<file path="src/design/assert_macros.svh">
// Assertion macros used by the controller design file.
`ifndef ASSERT_MACROS_SVH
`define ASSERT_MACROS_SVH

`ifndef ASSERT_OFF

// The property must hold at every clock edge outside reset.
`define ACIC_ASSERT(lbl, clk, rst_n, prop) \
  lbl: assert property (@(posedge clk) disable iff (!rst_n) (prop)) \
    else $error("assertion failed");

// The condition must never be seen at a clock edge outside reset.
`define ACIC_NEVER(lbl, clk, rst_n, cond) \
  lbl: assert property (@(posedge clk) disable iff (!rst_n) !(cond)) \
    else $error("forbidden condition seen");

`else

`define ACIC_ASSERT(lbl, clk, rst_n, prop)
`define ACIC_NEVER(lbl, clk, rst_n, cond)

`endif

`endif

</file>
<file path="src/design/acic_pkg.sv">
// Types and constants of the averaged current integral controller.
package acic_pkg;

  localparam int DATA_W      = 16;
  localparam int GAIN_W      = 16;
  localparam int LIMIT_W     = 15;
  localparam int INTEG_W     = 32;
  localparam int CFG_DATA_W  = 16;
  localparam int GAIN_FRAC_W = 8;

  localparam int AVG_SAMPLES_DEF = 10;

  localparam logic [GAIN_W-1:0]  GAIN_RESET  = 16'd256;
  localparam logic [LIMIT_W-1:0] LIMIT_RESET = 15'd6000;

  typedef enum logic [0:0] {
    CFG_GAIN  = 1'b0,
    CFG_LIMIT = 1'b1
  } cfg_reg_t;

  typedef struct packed {
    logic signed [DATA_W-1:0] current_ma;
    logic signed [DATA_W-1:0] desired_ma;
  } in_item_t;

  typedef struct packed {
    logic signed [DATA_W-1:0] drive_mv;
    logic signed [DATA_W-1:0] average_ma;
  } out_item_t;

endpackage

</file>
<file path="src/design/averaged_current_integral_control.sv">
// Top level of the averaged current integral controller.
//
//   channel | direction | handshake            | payload
//   --------+-----------+----------------------+---------------------------------
//   in      | input     | in_valid / in_ready  | in_data: current_ma, desired_ma
//   out     | output    | out_valid/out_ready  | out_data: drive_mv, average_ma
//   cfg     | input     | cfg_valid/cfg_ready  | cfg_index, cfg_data
//
// One item is accepted per clock cycle while the pipeline does not stall. An item
// that closes a window of AVG_SAMPLES samples gives one result item, carried by the
// five register stages from the window sum to the output register.
// Other items give no result. All stages advance together, and they stall only
// while a result waits in the output register with out_ready low and the next
// result has already reached the last stage.
// Reset (synchronous, active low) clears the window, the integrator and all
// valid flags and loads the gain and limit reset values; cfg_ready stays high.
`include "assert_macros.svh"

module averaged_current_integral_control #(
  parameter int AVG_SAMPLES = acic_pkg::AVG_SAMPLES_DEF
) (
  input  logic                                 clk,
  input  logic                                 rst_n,
  input  logic                                 in_valid,
  output logic                                 in_ready,
  input  acic_pkg::in_item_t                   in_data,
  output logic                                 out_valid,
  input  logic                                 out_ready,
  output acic_pkg::out_item_t                  out_data,
  input  logic                                 cfg_valid,
  output logic                                 cfg_ready,
  input  acic_pkg::cfg_reg_t                   cfg_index,
  input  logic [acic_pkg::CFG_DATA_W-1:0]      cfg_data
);

  localparam int DATA_W  = acic_pkg::DATA_W;
  localparam int INTEG_W = acic_pkg::INTEG_W;
  localparam int GAIN_W  = acic_pkg::GAIN_W;
  localparam int LIMIT_W = acic_pkg::LIMIT_W;
  localparam int FRAC_W  = acic_pkg::GAIN_FRAC_W;

  // The window sum grows by log2 of the window length over one sample.
  localparam int LOG_W   = $clog2(AVG_SAMPLES);
  localparam int SUM_W   = DATA_W + LOG_W;
  localparam int CNT_W   = $clog2(AVG_SAMPLES + 1);
  localparam logic [CNT_W-1:0] LAST_CNT = CNT_W'(AVG_SAMPLES - 1);

  // Division by the window length is a multiplication by a rounded-up
  // reciprocal, exact for every magnitude of SUM_W bits.
  localparam int SHIFT   = SUM_W + LOG_W;
  localparam int RECIP_W = SUM_W + 1;
  localparam int QPROD_W = SUM_W + RECIP_W;
  localparam logic [63:0] RECIP_FULL =
    ((64'd1 << SHIFT) + 64'(AVG_SAMPLES) - 64'd1) / 64'(AVG_SAMPLES);
  localparam logic [RECIP_W-1:0] RECIP = RECIP_W'(RECIP_FULL);

  localparam int ACC_W  = INTEG_W + 2;
  localparam int PRD_W  = GAIN_W + 1 + INTEG_W;
  localparam int DRV_W  = PRD_W + 1 - FRAC_W;

  localparam logic signed [INTEG_W-1:0] INTEG_MAX = {1'b0, {(INTEG_W-1){1'b1}}};
  localparam logic signed [INTEG_W-1:0] INTEG_MIN = {1'b1, {(INTEG_W-1){1'b0}}};

  // Configuration registers.
  logic [GAIN_W-1:0]  gain_r;
  logic [LIMIT_W-1:0] limit_r;

  // Window and integrator state.
  logic [SUM_W-1:0]          sum_r;
  logic [CNT_W-1:0]          cnt_r;
  logic signed [INTEG_W-1:0] integral_r;

  // Pipeline valid flags.
  logic s1_valid_r, s2_valid_r, s3_valid_r, s4_valid_r, out_valid_r;

  // Pipeline payload.
  logic [SUM_W-1:0]          s1_sum_r;
  logic signed [DATA_W-1:0]  s1_want_r;
  logic [DATA_W-1:0]         s2_quot_r;
  logic                      s2_neg_r;
  logic signed [DATA_W-1:0]  s2_want_r;
  logic signed [DATA_W-1:0]  s3_avg_r;
  logic                      s3_want_zero_r;
  logic signed [PRD_W-1:0]   s4_prod_r;
  logic signed [DATA_W-1:0]  s4_avg_r;
  logic                      s4_want_zero_r;
  acic_pkg::out_item_t       out_r;

  logic                      en;
  logic                      in_fire;
  logic                      win_close;
  logic [SUM_W-1:0]          cur_ext;
  logic [SUM_W-1:0]          sum_nxt;
  logic [SUM_W-1:0]          s1_mag;
  logic [QPROD_W-1:0]        quot_full;
  logic [DATA_W:0]           quot_ext;
  logic [DATA_W:0]           avg_ext;
  logic signed [DATA_W-1:0]  avg;
  logic signed [DATA_W:0]    diff;
  logic signed [ACC_W-1:0]   acc;
  logic signed [INTEG_W-1:0] integral_nxt;
  logic signed [GAIN_W:0]    gain_s;
  logic signed [PRD_W-1:0]   prod;
  logic signed [PRD_W:0]     neg_prod;
  logic signed [DRV_W-1:0]   drv_full;
  logic signed [DRV_W-1:0]   lim_pos;
  logic signed [DRV_W-1:0]   lim_neg;
  logic signed [DRV_W-1:0]   drv_clamp;
  logic signed [DATA_W-1:0]  drive_nxt;

  // The pipeline moves unless the last stage holds a result that cannot
  // enter the output register because a result still waits there.
  assign en        = !(s4_valid_r && out_valid_r && !out_ready);
  assign in_ready  = en;
  assign in_fire   = in_valid && in_ready;
  assign cfg_ready = 1'b1;
  assign out_valid = out_valid_r;
  assign out_data  = out_r;

  // Window accumulation: the item on the last count closes the window.
  assign cur_ext   = SUM_W'(in_data.current_ma);
  assign sum_nxt   = sum_r + cur_ext;
  assign win_close = (cnt_r == LAST_CNT);

  // Magnitude of the closed sum times the reciprocal gives the quotient.
  assign s1_mag    = s1_sum_r[SUM_W-1] ? (~s1_sum_r + SUM_W'(1)) : s1_sum_r;
  assign quot_full = QPROD_W'(s1_mag) * QPROD_W'(RECIP);

  // Sign restore truncates toward zero; then the saturating integrator.
  assign quot_ext = {1'b0, s2_quot_r};
  assign avg_ext  = s2_neg_r ? (~quot_ext + (DATA_W+1)'(1)) : quot_ext;
  assign avg      = $signed(avg_ext[DATA_W-1:0]);
  assign diff     = (DATA_W+1)'(avg) - (DATA_W+1)'(s2_want_r);
  assign acc      = ACC_W'(integral_r) + ACC_W'(diff);

  always_comb begin
    if (acc[ACC_W-1:INTEG_W-1] == '0 || acc[ACC_W-1:INTEG_W-1] == '1) begin
      integral_nxt = acc[INTEG_W-1:0];
    end else if (acc[ACC_W-1]) begin
      integral_nxt = INTEG_MIN;
    end else begin
      integral_nxt = INTEG_MAX;
    end
  end

  // Gain times the freshly updated integral.
  assign gain_s = $signed({1'b0, gain_r});
  assign prod   = PRD_W'(gain_s) * PRD_W'(integral_r);

  // Negate, floor-shift by the gain's fraction bits and clamp.
  assign neg_prod = -((PRD_W+1)'(s4_prod_r));
  assign drv_full = $signed(neg_prod[PRD_W:FRAC_W]);
  assign lim_pos  = $signed(DRV_W'({1'b0, limit_r}));
  assign lim_neg  = -lim_pos;

  always_comb begin
    if (drv_full > lim_pos) begin
      drv_clamp = lim_pos;
    end else if (drv_full < lim_neg) begin
      drv_clamp = lim_neg;
    end else begin
      drv_clamp = drv_full;
    end
    // A zero target forces the drive to zero.
    if (s4_want_zero_r) begin
      drive_nxt = '0;
    end else begin
      drive_nxt = drv_clamp[DATA_W-1:0];
    end
  end

  // Control state, integrator and configuration.
  always_ff @(posedge clk) begin
    if (!rst_n) begin
      gain_r      <= acic_pkg::GAIN_RESET;
      limit_r     <= acic_pkg::LIMIT_RESET;
      sum_r       <= '0;
      cnt_r       <= '0;
      integral_r  <= '0;
      s1_valid_r  <= 1'b0;
      s2_valid_r  <= 1'b0;
      s3_valid_r  <= 1'b0;
      s4_valid_r  <= 1'b0;
      out_valid_r <= 1'b0;
    end else begin
      if (in_fire) begin
        if (win_close) begin
          sum_r <= '0;
          cnt_r <= '0;
        end else begin
          sum_r <= sum_nxt;
          cnt_r <= cnt_r + CNT_W'(1);
        end
      end
      if (en) begin
        s1_valid_r  <= in_fire && win_close;
        s2_valid_r  <= s1_valid_r;
        s3_valid_r  <= s2_valid_r;
        s4_valid_r  <= s3_valid_r;
        if (s2_valid_r) begin
          integral_r <= integral_nxt;
        end
      end
      // The output register fills from the last stage and empties when taken.
      if (en && s4_valid_r) begin
        out_valid_r <= 1'b1;
      end else if (out_ready) begin
        out_valid_r <= 1'b0;
      end
      if (cfg_valid && cfg_ready) begin
        case (cfg_index)
          acic_pkg::CFG_GAIN: begin
            gain_r <= cfg_data;
          end
          acic_pkg::CFG_LIMIT: begin
            limit_r <= cfg_data[LIMIT_W-1:0];
          end
          default: begin
          end
        endcase
      end
    end
  end

  // Pipeline payload needs no reset; the valid flags qualify it.
  always_ff @(posedge clk) begin
    if (en) begin
      s1_sum_r       <= sum_nxt;
      s1_want_r      <= in_data.desired_ma;
      s2_quot_r      <= quot_full[SHIFT +: DATA_W];
      s2_neg_r       <= s1_sum_r[SUM_W-1];
      s2_want_r      <= s1_want_r;
      s3_avg_r       <= avg;
      s3_want_zero_r <= (s2_want_r == '0);
      s4_prod_r      <= prod;
      s4_avg_r       <= s3_avg_r;
      s4_want_zero_r <= s3_want_zero_r;
    end
    if (en && s4_valid_r) begin
      out_r.drive_mv   <= drive_nxt;
      out_r.average_ma <= s4_avg_r;
    end
  end

  // The sample count never passes the last position of a window.
  `ACIC_ASSERT(a_cnt_range, clk, rst_n, cnt_r <= LAST_CNT)

  // An item that closes a window restarts the count and starts a result.
  `ACIC_ASSERT(a_win_restart, clk, rst_n,
               (in_fire && win_close) |=> (s1_valid_r && cnt_r == '0 && sum_r == '0))

  // The integrator moves only when a window average advances through it.
  `ACIC_ASSERT(a_integ_hold, clk, rst_n, !(en && s2_valid_r) |=> $stable(integral_r))

  // A new result only appears when the last stage held one.
  `ACIC_NEVER(a_out_origin, clk, rst_n, $rose(out_valid_r) && !$past(s4_valid_r))

endmodule

</file>
<file path="config.mk">
export PLATFORM = sky130hd
export DESIGN_NAME = averaged_current_integral_control
export DESIGN_NICKNAME = d
export VERILOG_FILES = /design/src/design/acic_pkg.sv /design/src/design/averaged_current_integral_control.sv
export VERILOG_INCLUDE_DIRS = /design/src /design/src/design
export SDC_FILE = /design/constraint.sdc
export NUM_CORES = 2
export LEC_CHECK = 0
export BUFFER_PORTS_ARGS = -buffer_cell sky130_fd_sc_hd__buf_2
export CAP_MARGIN = 20
export CORE_MARGIN = 2
export CORE_UTILIZATION = 49
export DETAILED_ROUTE_END_ITERATION = 12
export GPL_TIMING_DRIVEN = 0
export PLACE_DENSITY = 0.76
export SLEW_MARGIN = 10
export SYNTH_ARGS = -nofsm -noshare
export SYNTH_HDL_FRONTEND = slang
export SYNTH_SLANG_ARGS = --single-unit
</file>
<file path="constraint.sdc">
create_clock -name clk -period 10.6 [get_ports clk]
set_input_delay 1.59 -clock clk [delete_from_list [all_inputs] [get_ports clk]]
set_output_delay 1.59 -clock clk [all_outputs]
set_load 0.05 [all_outputs]
</file>
Word level (Yosys, flattened, before mapping)
Index checks and enable logic that the tools add are counted.
{ "totals": {"reg_bits": 276, "inputBits": 54, "out_inout_bits": 35, "wordCells": 66} }
{ "op_classes": {"addsub": 8, "mul": 2, "order_cmp": 2, "eq_ne": 2, "muxes": 10, "n_bitwise": 4, "n_reduce_logical": 15} }
{ "op_table": {"columns": ["operator", "n"], "rows": [
  ["$mux W32", 2],
  ["$neg A49 Y50", 1],
  ["$mul A17 B32 Y49", 1],
  ["$gt A42 B16 Y1", 1],
  ["$lt A42 B42 Y1", 1],
  ["$neg A15 Y42", 1],
  ["$mux W20", 2],
  ["$mul A20 B20 Y39 const B", 1],
  ["$add A32 B17 Y33", 1],
  ["$mux W16", 2],
  ["$add A20 B1 Y20 const B", 1],
  ["$add A20 B20 Y20", 1],
  ["$not A20 Y20", 1],
  ["$sub A16 B16 Y17", 1],
  ["$add A16 B1 Y16 const B", 1],
  ["$logic_not A16 Y1", 1],
  ["$not A16 Y16", 1],
  ["$mux W15", 1],
  ["$reduce_and A2 Y1", 3],
  ["$logic_and A1 B1 Y1", 5],
  ["$add A4 B1 Y4 const B", 1],
  ["$eq A4 B4 Y1 const B", 1],
  ["$mux W4", 1],
  ["$eq A3 B3 Y1 const B", 1],
  ["other kinds (7)", 10]
]} }

Depth between registers and ports, before layout
{ "depth": {"word_depth": 8, "mapped_depth": 33, "ltp_nobuf": 33} }

Worst setup path after synthesis
OpenSTA, ideal clock, no wires.
{ "synth_path": {"path_type": "reg-to-reg", "startpoint": "register s1_sum_r[0]", "endpoint": "register s2_quot_r[11], data pin", "setup_time_ns": 0.258, "t_arrival_ns": 7.989, "required_ns": 10.342, "path_slack_ns": 2.353, "stages_incl_launch_ff": 33, "n_path_buf": 0, "period_less_slack_ns": 8.247, "path_cell_list": "edfxtp_1 -> inv_1 -> nand2_1 -> or4_1 -> nor2_1 -> nand2_1 -> or3_1 -> o31a_1 -> xnor2_1 -> inv_1 -> ha_1 -> fa_1 -> ha_1 -> inv_1 -> fa_1 -> inv_1 -> fa_1 -> fa_1 -> inv_1 -> fa_1 -> inv_1 -> ha_1 -> and4_1 -> nand3_1 -> a21oi_1 -> or4b_2 -> o211ai_1 -> a31oi_1 -> o21a_1 -> a21o_1 -> a21o_1 -> a21oi_1 -> xnor2_1"} }
{ "synth_between": {"elab_chain_cells": 4} }
{ "synth_rtl": {"columns": ["element", "line_no", "rtl"], "rows": [
  ["start: declaration", "averaged_current_integral_control.sv:77", "logic [SUM_W-1:0] s1_sum_r;"],
  ["start signal: assignment", "averaged_current_integral_control.sv:228", "s1_sum_r <= sum_nxt;"],
  ["$not A20 Y20", "averaged_current_integral_control.sv:126", "assign s1_mag = s1_sum_r[SUM_W-1] ? (~s1_sum_r + SUM_W'(1)) : s1_sum_r;"],
  ["$add A20 B1 Y20", "averaged_current_integral_control.sv:126", null],
  ["$mux W20 *", "averaged_current_integral_control.sv:126", null],
  ["$mul A20 B20 Y39 *", "averaged_current_integral_control.sv:127", "assign quot_full = QPROD_W'(s1_mag) * QPROD_W'(RECIP);"],
  ["via quot_full[35]", "averaged_current_integral_control.sv:95", "logic [QPROD_W-1:0] quot_full;"],
  ["end signal: assignment", "averaged_current_integral_control.sv:230", "s2_quot_r <= quot_full[SHIFT +: DATA_W];"],
  ["end: declaration", "averaged_current_integral_control.sv:79", "logic [DATA_W-1:0] s2_quot_r;"]
]} }
The timed path passes the listed nets; every way through them passes the cells marked *.
A chain may end at the register's enable or synchronous reset.

Worst setup path after layout
Same ends and word-level chain as after synthesis.

==> Flow_metrics.wiki <==
{| class="wikitable"
! Metric !! Value
|-
| Outcome || completed
|-
| Level count of the clock H-tree || 1
|-
| Cell with the largest stage delay on the worst path || or4b_2
|-
| Period minus WS final || 9.46 ns
|-
| Via-per-instance ratio || 5.44
|-
| Starting Density || 0.493
|-
| Remaining global-route overflow || 0
|-
| Combined global-route utilization of all metal layers || 0.240
|-
| Worst setup EP type || flop
|-
| Tightest Pin Transition || 1.17 ns
|-
| Initial antenna violation count || 0
|-
| Highest fanout seen on the critical path || 7
|-
| Number of gates resized after CTS || 0
|-
| Core region area || 0.0816 mm^2
|-
| Mapped Cells || 4215
|-
| Ys flop type || edfxtp_1
|-
| Flop2flop setup slack || 1.14 ns
|-
| Max-cap viol count || 0
|-
| Total number of nets in the final design || 5472
|-
| Input/output buffers || 87
|-
| Post-detail-place hpwl || 85200 um
|-
| Setup-violating endpoint count in the final report || 0
|-
| Library cell occupying the most area in the post-synthesis netlist || fa_1
|-
| #FFs+latches synth || 276
|-
| Standard cell area after detailed placement || 0.0421 mm^2
|-
| Antenna diodes || 0
|-
| Total number of yosys warnings || 0
|-
| Die Y || 290 um
|-
| Final-report max-slew violation count || 0
|-
| Post-route cell area || 0.0432 mm^2
|-
| Area of the die || 0.0843 mm^2
|-
| Category of the worst setup path launch point || flop
|-
| Number of library cell types mapped by synthesis || 77
|-
| Sequential share of the synthesized area || 0.183
|-
| Number of remaining DRC errors || 0
|-
| Area fraction of the dominant cell type after synthesis || 0.327
|-
| Share of synthesized flip-flops with an asynchronous set or reset || 0
|-
| Min-delay worst type || flop to flop
|-
| Share of the core filled with cells in the final layout || 0.529
|-
| Final hold violation count || 0
|-
| Endpoint required time on the critical path || 10.97 ns
|-
| Signal arrival time at the worst endpoint || 9.83 ns
|-
| Routed via count || 29.5k
|-
| Net Count, Synth || 5347
|-
| Detailed-route wire length || 100000 um
|-
| CTS max path bufs || 3
|-
| CTS tree || yes
|-
| Area added between synthesis and finish || 7.42%
|-
| Clock sink count || 276
|-
| Unrepaired setup endpoints after global routing || false
|-
| Pin count of the biggest net entering global routing || 82
|-
| Post-CTS repair timing setup buffer count || 0
|-
| Ports placed on the boundary || 89
|-
| Drt wl/cell || 18.5 um
|-
| TritonCTS buffer count || 30
|-
| Die Width || 290 um
|-
| Wire length of the first global-routing pass || 161000 um
|-
| Clock root cell || clkbuf_16
|-
| Clk pin slew, worst setup/hold paths || 0.07 ns
|-
| Highest attainable clock frequency || 106 MHz
|-
| DR iter-0 viols || 2092
|-
| Type of the worst setup path || flop to flop
|-
| Final ANT Viol Nets || 0
|-
| Total negative setup slack || 0 ns
|-
| Number of optimization iterations in the first detailed-route pass || 6
|-
| Post-synthesis cell area || 0.0402 mm^2
|-
| Top area cells in the synthesized netlist || fa_1 (33%), edfxtp_1 (14%), ha_1 (13%), inv_1 (8.0%), dfxtp_1 (4.6%)
|-
| Average footprint of a synthesized cell || 9.54 um^2
|-
| Number of global-route vias before repair || 30.5k
|-
| Worst clock skew || 0.0598 ns
|-
| Critical path's most frequent cell || inv_1
|-
| Insertion delay of the later-clocked pin in the worst-skew pair || 0.62 ns
|-
| Portion of the clock cycle consumed by the worst path in the final layout || 0.892
|-
| Number of buffers inserted for hold repair after clock tree synthesis || 0
|-
| Number of cell rows || 105
|-
| Fraction of layout cells with a size suffix above 1 || 0.0401
|-
| Largest stage delay on the critical path || 0.72 ns
|-
| Gp weighted congestion || 1.00
|-
| Relative slew margins || 0.221
|-
| EDFF count, synth || 184
|}
-- synth_stat cells (16+ instances only) --
| library cell | instances |
|---|---|
| a211oi_1 | 25 |
| o21a_1 | 21 |
| xnor2_1 | 137 |
| ha_1 | 421 |
| inv_1 | 859 |
| nor4_1 | 28 |
| o211ai_1 | 18 |
| clkbuf_1 | 128 |
| or3_1 | 25 |
| nor2b_1 | 26 |
| nor3_1 | 56 |
| nand2b_1 | 19 |
| nand3_1 | 33 |
| maj3_1 | 16 |
| dfxtp_1 | 92 |
| o21ai_0 | 122 |
| a21o_1 | 64 |
| fa_1 | 657 |
| nor2_1 | 144 |
| nand2_1 | 489 |
| a21oi_1 | 179 |
| xor2_1 | 61 |
| and2_1 | 182 |
| and3_1 | 20 |
| edfxtp_1 | 184 |
| nand4_1 | 20 |
-- final timing paths --
kind / from / end / depth (start not counted)
min: s4_avg_r[11] / out_data[11] / 0
max: s1_sum_r[0] / s2_quot_r[11] / 32
max reg2reg: s1_sum_r[0] / s2_quot_r[11] / 32
min reg2reg: s4_avg_r[11] / out_data[11] / 0
-- layout by cell type (no fill, tap or decap), types with 92 or more instances in the layout --
master    Yosys  layout
fa_1        657     657
and2_1      182     182
inv_1       859     858
xnor2_1     137     136
nand2_1     489     489
dfxtp_1      92      92
a21oi_1     179     179
nor2_1      144     144
o21ai_0     122     122
edfxtp_1    184     184
clkbuf_1    128     131
ha_1        421     421
-- registers in the layout (all words and copies together), names as in the netlist, 4 cells and up --
signal,count
s4_prod_r,49
integral_r,32
out_data,32
s1_sum_r,20
sum_r,20
gain_r,16
s1_want_r,16
s2_quot_r,16
s2_want_r,16
s3_avg_r,16
s4_avg_r,16
limit_r,15
cnt_r,4
-- area by class of cell --
cell class,count,area (um^2)
plain buffers,137,532
clock buffers,33,762
clock inverters,23,299
fillers,7156,38400
inverters,861,3240
multi-input cells,2941,29100
flip-flops and latches,276,7370
well taps,1070,1340
repair buffers,93,561
-- through the flow --
stage          instances  hold WS (ns)  setup WS (ns)
2_1_floorplan       4215         0.400           2.35
3_5_place_dp        5376         0.405           1.19
3_3_place_gp        5372         0.402           1.23
4_1_cts             5432         0.420           1.12
5_1_grt             5434         0.425          0.596
6_report            5434         0.417           1.14
-- cell families after synthesis --
kind of cell | after synthesis | synth area share
compound gates | 544 | 0.0847
xor+xnor | 198 | 0.0431
fa+ha+maj | 1094 | 0.462
buf+inv | 998 | 0.0936
flops | 276 | 0.183
mux | 9 | 0.00227
other cells | 1 | 0.0000933
simple gates | 1095 | 0.131
-- per-layer routing --
layer	vias up	global-route usage	routed length [um]	part of all wire
met5	-	0	0	0
li1	13670	-	-	-
met4	0	0.0850	4250	0.042
met3	229	0.0480	8690	0.087
met2	1120	0.396	46300	0.46
met1	14519	0.315	41000	0.41
-- critical path, delay by kind of cell, from the launching register on --
family | cells | cell delay (ns)
fa+ha+maj | 8 | 3.64
flops | 1 | 0.54
compound gates | 8 | 1.77
simple gates | 8 | 2.15
buf+inv | 6 | 0.54
xor+xnor | 2 | 0.58
Power is left out: the tool's default activity adds up to more than one toggle a clock period on the data nets, which glitch-free logic cannot reach.
